--- config.mk ---
export PLATFORM = sky130hd
export DESIGN_NAME = dpsi_ctrl
export DESIGN_NICKNAME = d
export VERILOG_FILES = /design/src/rtl/core/dpsi_pkg.sv /design/src/rtl/core/dpsi_ctrl.sv
export SDC_FILE = /design/constraint.sdc
export NUM_CORES = 1
export LEC_CHECK = 0
export BUFFER_PORTS_ARGS = -buffer_cell sky130_fd_sc_hd__buf_2
export CAP_MARGIN = 10
export CELL_PAD_IN_SITES_DETAIL_PLACEMENT = 0
export CELL_PAD_IN_SITES_GLOBAL_PLACEMENT = 1
export CORE_AREA = 2 2 39 41
export CTS_CLUSTER_DIAMETER = 60
export CTS_CLUSTER_SIZE = 25
export DETAILED_ROUTE_END_ITERATION = 10
export DIE_AREA = 0 0 41 43
export HOLD_SLACK_MARGIN = 0.1
export PLACE_DENSITY_LB_ADDON = 0.12
export SLEW_MARGIN = 20
export SYNTH_ARGS = -nofsm -noshare
export SYNTH_HDL_FRONTEND = slang
export SYNTH_SLANG_ARGS = --single-unit
--- constraint.sdc ---
create_clock -name clk -period 1.01 [get_ports clk]
set_input_delay 0.1515 -clock clk [delete_from_list [all_inputs] [get_ports clk]]
set_output_delay 0.1515 -clock clk [all_outputs]
set_load 0.02 [all_outputs]
--- src/rtl/core/dpsi_pkg.sv ---
// Shared constants, codes and types for the deposit prefix-sum index.
package dpsi_pkg;

	// Table depth and derived index / count widths
	localparam int ENTRIES = 1024;
	localparam int IDX_W   = $clog2(ENTRIES);
	localparam int CNT_W   = $clog2(ENTRIES + 1);

	// Command codes
	localparam logic [1:0] CMD_PUSH     = 2'd0;
	localparam logic [1:0] CMD_POP_ONE  = 2'd1;
	localparam logic [1:0] CMD_POP_FROM = 2'd2;
	localparam logic [1:0] CMD_QUERY    = 2'd3;

	// Status codes
	localparam logic [2:0] ST_OK       = 3'd0;
	localparam logic [2:0] ST_AMOUNT   = 3'd1;
	localparam logic [2:0] ST_INTEREST = 3'd2;
	localparam logic [2:0] ST_FULL     = 3'd3;
	localparam logic [2:0] ST_EMPTY    = 3'd4;

	// One table entry as stored in the memory
	typedef struct packed {
		logic [31:0] height;
		logic [63:0] amount;
		logic [63:0] interest;
	} entry_t;

	// Controller -> datapath commands
	typedef struct packed {
		logic capture;
		logic exec;
		logic step;
		logic settle;
		logic fetch;
		logic load;
		logic finish;
	} dp_ctl_t;

	// Datapath -> controller status
	typedef struct packed {
		logic exec_search;
		logic exec_fetch;
		logic srch_live;
		logic srch_found;
	} dp_stat_t;

endpackage

--- src/rtl/core/dpsi_ctrl.sv ---
// Sequencer for the deposit prefix-sum index: handshakes and command steps.
module dpsi_ctrl (
	input  logic              clk,
	input  logic              arst_n,
	input  logic              in_valid,
	output logic              in_stall,
	output logic              out_valid,
	input  logic              out_stall,
	input  dpsi_pkg::dp_stat_t stat,
	output dpsi_pkg::dp_ctl_t  ctl
);
	import dpsi_pkg::*;

	localparam logic [2:0] S_IDLE   = 3'd0;
	localparam logic [2:0] S_EXEC   = 3'd1;
	localparam logic [2:0] S_SEARCH = 3'd2;
	localparam logic [2:0] S_FETCH  = 3'd3;
	localparam logic [2:0] S_LOAD   = 3'd4;
	localparam logic [2:0] S_DONE   = 3'd5;

	logic [2:0] state_q;
	logic [2:0] state_n;
	logic       out_valid_q;
	logic       out_free;

	assign out_free  = !out_valid_q || !out_stall;
	assign in_stall  = (state_q != S_IDLE);
	assign out_valid = out_valid_q;

	always_comb begin
		ctl     = '0;
		state_n = state_q;
		unique case (state_q)
			S_IDLE: begin
				if (in_valid) begin
					ctl.capture = 1'b1;
					state_n     = S_EXEC;
				end
			end
			S_EXEC: begin
				ctl.exec = 1'b1;
				if (stat.exec_search) begin
					state_n = S_SEARCH;
				end else if (stat.exec_fetch) begin
					state_n = S_FETCH;
				end else begin
					state_n = S_DONE;
				end
			end
			S_SEARCH: begin
				if (stat.srch_live) begin
					ctl.step = 1'b1;
				end else begin
					ctl.settle = 1'b1;
					state_n    = stat.srch_found ? S_FETCH : S_DONE;
				end
			end
			S_FETCH: begin
				ctl.fetch = 1'b1;
				state_n   = S_LOAD;
			end
			S_LOAD: begin
				ctl.load = 1'b1;
				state_n  = S_DONE;
			end
			S_DONE: begin
				if (out_free) begin
					ctl.finish = 1'b1;
					state_n    = S_IDLE;
				end
			end
			default: begin
				state_n = S_IDLE;
			end
		endcase
	end

	always_ff @(posedge clk or negedge arst_n) begin
		if (!arst_n) begin
			state_q     <= S_IDLE;
			out_valid_q <= 1'b0;
		end else begin
			state_q <= state_n;
			if (ctl.finish) begin
				out_valid_q <= 1'b1;
			end else if (!out_stall) begin
				out_valid_q <= 1'b0;
			end
		end
	end

endmodule

==> impl_metrics.json, run 1 <==
{
  "violations": "negative setup slack",
  "worst_ep_arrival_time_ns": 1.27,
  "firstDrtPassIters": 4,
  "required_ns": 0.86,
  "start_util_pct": 20.6,
  "area_growth_pct": 140,
  "netlist_area_sq_um": 285,
  "h-tree-depth": 1,
  "status": "finished, violations left",
  "leakagePower_uw": 0.000307,
  "highest_layer": "met4",
  "cts_tree": "done",
  "end_kind": "output port",
  "n_antenna_cell": 0,
  "worstSetupPathType": "flip-flop to output port",
  "fin_crit_ns": 1.42,
  "path_cells": "or3_4 > nor2_4 > buf_6",
  "rsz0062_at_grt": "true",
  "power_density_mw_per_mm2": 3180,
  "coreArea_sq_mm": 0.00138,
  "vias_per_cell": 4.67,
  "cap_violations": 0,
  "slew_viol_final": 0,
  "fin_crit_sh_pct": 140,
  "fmax_mhz": 706,
  "nets": 73,
  "wl_met2_um": 542,
  "drt-total-wl_um": 987,
  "clkTransAtPathRegs_ns": 0.04,
  "grt_max_degree": 9,
  "routabilityCongestion": 0.674,
  "power_uw": 2180,
  "start_kind": "flip-flop",
  "fill_cells": 139,
  "yosysWarnings": 0,
  "hpwl_um": 665,
  "synthCells": 33,
  "grt_pass1_wl_um": 1480,
  "drive_gt1_share_pct": 81.0,
  "clock_skew_ns": 0.00544,
  "syn-num-nets": 41,
  "setup_viol": 11,
  "max_stage_delay_ns": 0.43,
  "row_count": 14,
  "wl_met3_um": 70,
  "max_slew_margin_pct": 83.3,
  "root_buffer": "clkbuf_4",
  "slowest_stage": "dfrtp_2",
  "hp-class": "primary input to flip-flop",
  "die_y_um": 43,
  "clockBufferDepth": 2,
  "grt_pass1_vias": 380,
  "grt.total_usage_pct": 12.4,
  "ys_types": 22,
  "antenna_found_initial": 0,
  "grt.overflow.total": 0,
  "cts_sinks": 4,
  "io_buffers": 16,
  "fp.dieW_um": 41,
  "cts-buffers-inserted": 3,
  "hold_violations": 0,
  "clk_latency_ns": 0.24,
  "ios": 17,
  "antenna_left": 0,
  "dr.first_iter.drc_count": 1,
  "wl_per_cell_um": 12.5,
  "via_count": 369,
  "dp_slack_ns": -0.173,
  "synth-seq-cells": 4,
  "hold_slack_ns": 0.202,
  "avgSynthCellArea_sq_um": 8.64,
  "timing.final.ws_setup_ns": -0.407,
  "wl_met1_um": 365,
  "worstMarginPinSlew_ns": 0.250,
  "worstPathMaxFanout": 4,
  "synth_seq_area_share_pct": 35.1,
  "vdd_drop_max_mv": 1.47,
  "die_area_sq_mm": 0.00176,
  "drcViolationCount": 0
}
==> worst max-delay path: cells and delay by family, from the launching register on <==
| family | cells | cell delay (ns) |
|---|---|---|
| flip-flops | 1 | 0.43 |
| buffers and inverters | 1 | 0.11 |
| AND/OR/NAND/NOR | 2 | 0.48 |
==> cell usage after synthesis <==
master	instances	area [sq um]
inv_1	1	3.75
nor3_1	1	5.00
o32ai_1	1	8.76
a31oi_1	1	6.26
or3b_1	1	8.76
and2_1	1	6.26
and3b_1	1	8.76
a2bb2oi_1	1	8.76
nor2_1	5	18.8
or3_1	1	6.26
o21ba_2	1	10.0
dfrtp_1	4	100
nor4b_2	1	15.0
a21oi_1	2	10.0
nor4bb_1	1	10.0
buf_4	1	7.51
a21oi_2	1	8.76
nand2b_1	1	6.26
nand2_1	3	11.3
nor3b_1	1	7.51
nand3b_1	1	7.51
buf_2	2	10.0
==> repair_timing <==
action | in CTS | in global routing
gates resized for setup | 21 | 14
hold endpoints to repair | 4 | 0
hold buffers | 1 | 0
pin swaps | 4 | 9
endpoints found under the setup margin | 11 | 12
setup buffers | 1 | 5
==> sequential cells by signal (all words and copies together), names as in the netlist <==
name and cells:
out_valid 1, state_q 3
==> cells in the final DEF (no fill, tap or decap) <==
| cell type | netlist | routed |
|---|---|---|
| buf_6 | 0 | 14 |
| buf_2 | 2 | 8 |
| buf_4 | 1 | 7 |
| nand2_1 | 3 | 3 |
| clkbuf_4 | 0 | 3 |
| dfrtp_2 | 0 | 3 |
| nor2_4 | 0 | 2 |
| a21oi_4 | 0 | 2 |
| nor2_1 | 5 | 2 |
| nand2b_4 | 0 | 1 |
| and3b_2 | 0 | 1 |
| or3_4 | 0 | 1 |
| nor3b_4 | 0 | 1 |
| nor4b_4 | 0 | 1 |
| nor4bb_4 | 0 | 1 |
| nand3b_1 | 1 | 1 |
| inv_1 | 1 | 1 |
| nor3_2 | 0 | 1 |
| nor2_2 | 0 | 1 |
| a31oi_1 | 1 | 1 |
| a2bb2oi_1 | 1 | 1 |
| o21ba_4 | 0 | 1 |
| and2_1 | 1 | 1 |
| o32ai_2 | 0 | 1 |
| or3b_4 | 0 | 1 |
| a21oi_2 | 1 | 1 |
| dlygate4sd3_1 | 0 | 1 |
| dfrtp_1 | 4 | 1 |
==> final cells by class <==
type | instances | area (sq um) | share of cell area (%)
tap | 16 | 20.0 | 2.93
timing repair buffer | 30 | 260 | 38.0
sequential | 4 | 104 | 15.2
multi-input combinational | 25 | 274 | 40.0
clock buffer | 3 | 22.5 | 3.29
inverter | 1 | 3.75 | 0.548
==> where the power goes <==
group          total [uW]  internal, uW  switching, uW
Clock                 203           133           69.6
Combinational        1610           921            693
Sequential            359           245            114
Total                2180          1300            876
==> per-stage QoR <==
stage | std cells | setup TNS, ns | utilization [%] | instance area, sq um
after floorplan | 33 | -0.458 | - | 354
after global placement | 70 | -1.41 | 35.0 | 484
after detailed placement | 70 | -1.46 | 35.0 | 484
after CTS | 75 | -3.35 | 43.6 | 603
after global routing | 79 | -3.95 | 49.5 | 684
final | 79 | -3.29 | 49.5 | 684
==> logic make-up (layout without fill, tap and decap cells) <==
| logic type | Yosys count | in the layout | synth area share, % |
|---|---|---|---|
| DFF | 4 | 4 | 35.1 |
| and+or+nand+nor | 18 | 18 | 39.0 |
| buffers and inverters | 4 | 34 | 7.46 |
| AOI/OAI and AO/OA | 7 | 7 | 18.4 |
==> routing by layer <==
metal | up-vias | track usage [%]
met1 | 176 | 13.3
met4 | 0 | 6.00
met5 | - | 0
met2 | 13 | 19.4
met3 | 2 | 5.76
li1 | 178 | -
==> worst paths after layout <==
| kind | startpoint | slack, ns | cells past startpoint | to |
|---|---|---|---|---|
| max | state_q[0] | -0.41 | 3 | ctl[6] |
| min in group asynchronous | arst_n | 0.24 | 2 | state_q[0] |
| max in group asynchronous | arst_n | 0.63 | 2 | out_valid |
| min | out_stall | 0.20 | 3 | out_valid |
| max reg2reg | state_q[0] | -0.13 | 3 | state_q[1] |
| min reg2reg | out_valid | 0.57 | 2 | out_valid |
Power figures use the tool's default switching activity.
==> run 2, diff against run 1 <==
==> constraint.sdc (replaced) <==
create_clock -name clk -period 1.5 [get_ports clk]
set_input_delay 0.225 -clock clk [delete_from_list [all_inputs] [get_ports clk]]
set_output_delay 0.225 -clock clk [all_outputs]
set_load 0.02 [all_outputs]
==> run 2 against run 1 <==
  * The run now ends clean
  * Combinational power down 63%
  * Die area is the same
  * Wire length shrank 18%
  * Count of clock-buffer cells in the layout unchanged
  * Total power down 57%
  * Global-route usage down 0.50 points
  * Sequential power decreased by 40%
  * Worst hold slack improved by 0.049 ns
  * Largest power group unchanged
  * Highest routed layer unchanged
==> impl_metrics.json, run 2 (synthesis gave the netlist of run 1 again) <==
{
  "die_area_sq_mm": 0.00176,
  "vdd_drop_max_mv": 0.666,
  "nets": 66,
  "share_comb_of_total_power_pct": 62.7,
  "h-tree-depth": 1,
  "worstMarginPinSlew_ns": 0.236,
  "final_common_cell": "buf_2",
  "slew_viol_final": 0,
  "wl_per_cell_um": 11.3,
  "required_ns": 1.27,
  "clockPowerShare_pct": 14.4,
  "start_kind": "flip-flop",
  "final_cell_mix": "buf_2 (13), buf_4 (9), nor2_1 (5), nand2_1 (3), clkbuf_4 (3)",
  "hp-class": "primary input to flip-flop",
  "clkTransAtPathRegs_ns": 0.04,
  "p_int_uw": 535,
  "fill_cells": 165,
  "grt.total_usage_pct": 11.9,
  "worstPathMaxFanout": 4,
  "drcViolationCount": 0,
  "worstSetupPathType": "flip-flop to output port",
  "tns_ns": 0,
  "power_density_mw_per_mm2": 2050,
  "clock_skew_ns": 0.000504,
  "status": "finished clean",
  "area_growth_pct": 61.0,
  "leakagePower_uw": 0.000233,
  "fp.dieW_um": 41,
  "max_slew_margin_pct": 84.3,
  "rsz0062_at_grt": "true",
  "die_y_um": 43,
  "cap_violations": 0,
  "row_count": 14,
  "root_buffer": "clkbuf_4",
  "cts-buffers-inserted": 3,
  "setup_viol": 0,
  "fmax_mhz": 670,
  "ios": 17,
  "top_register": "state_q",
  "routabilityCongestion": 0.644,
  "hpwl_um": 614,
  "drive_gt1_share_pct": 55.4,
  "start_util_pct": 20.6,
  "fin_crit_ns": 1.49,
  "vias_per_cell": 4.57,
  "seqPwrFrac_pct": 22.9,
  "via_count": 329,
  "grt_max_degree": 9,
  "p_sw_uw": 407,
  "grt_pass1_vias": 331,
  "netSwitchingFraction_pct": 43.2,
  "largest_reg_flops": 3,
  "antenna_left": 0,
  "io_buffers": 16,
  "firstDrtPassIters": 1,
  "hold_violations": 0,
  "cts_tree": "done",
  "dr.first_iter.drc_count": 0,
  "fin_crit_sh_pct": 99.5,
  "antenna_found_initial": 0,
  "end_kind": "output port",
  "hold_slack_ns": 0.251,
  "grt_pass1_wl_um": 1320,
  "n_antenna_cell": 0,
  "worst_ep_arrival_time_ns": 1.27,
  "drt-total-wl_um": 812,
  "grt.overflow.total": 0,
  "coreArea_sq_mm": 0.00138,
  "cts_sinks": 4,
  "clk_latency_ns": 0.23,
  "clockBufferDepth": 2
}
-- run 2: area by class of cell --
cell class / instances / area, sq um / share of cell area [%]
clock buffers: 3 / 22.5 / 4.90
well taps: 16 / 20.0 / 4.36
repair buffers: 23 / 143 / 31.1
inverters: 1 / 3.75 / 0.817
flip-flops and latches: 4 / 103 / 22.3
multi-input cells: 25 / 168 / 36.5
-- run 2: layer usage --
layer	up-vias	GRT usage, %	share of wire (%)
li1	164	-	-
met2	16	15.6	44
met1	147	14.2	47
met4	0	10.0	1.7
met5	-	0	0
met3	2	4.71	7.9
-- run 2: path summary, 6_finish.rpt --
kind	start	end	slack, ns	cells after the start
max reg2reg	state_q[0]	state_q[1]	0.31	3
min	out_stall	out_valid	0.25	3
max in group asynchronous	arst_n	state_q[2]	1.03	2
max	state_q[1]	ctl[6]	0.007	3
min in group asynchronous	arst_n	state_q[1]	0.33	2
min reg2reg	out_valid	out_valid	0.56	2
-- run 2: repair_timing --
| action | CTS | global route |
|---|---|---|
| gates resized for setup | 3 | 3 |
| pin swaps | 1 | 1 |
| endpoints found under the setup margin | 1 | 4 |
| hold endpoints to repair | 4 | 0 |
| hold buffers | 1 | 0 |
| buffers inserted | 4 | 0 |
-- run 2: power by group through the flow --
stage	sequential (uW)	combinational [uW]	clock, uW
global placement	229	486	0
finish	216	591	135
CTS	212	586	142
global route	228	647	150
detailed placement	235	486	0
floorplan	206	369	0
-- run 2: worst max-delay path, cell delays in order (launching register included) --
cell,delay (ns)
dfrtp_2,0.41
or3_1,0.38
nor2_1,0.09
buf_4,0.14
-- run 2: stage by stage --
step | setup WS [ns] | cells | total power (uW) | util [%] | cell area (sq um)
finish | 0.00703 | 72 | 943 | 33.2 | 459
global route | -0.0434 | 72 | 1020 | 33.2 | 459
CTS | -0.000936 | 72 | 940 | 32.5 | 450
detailed placement | 0.198 | 64 | 721 | 27.7 | 383
global placement | 0.222 | 64 | 715 | 27.7 | 383
floorplan | 0.00380 | 33 | 575 | - | 285
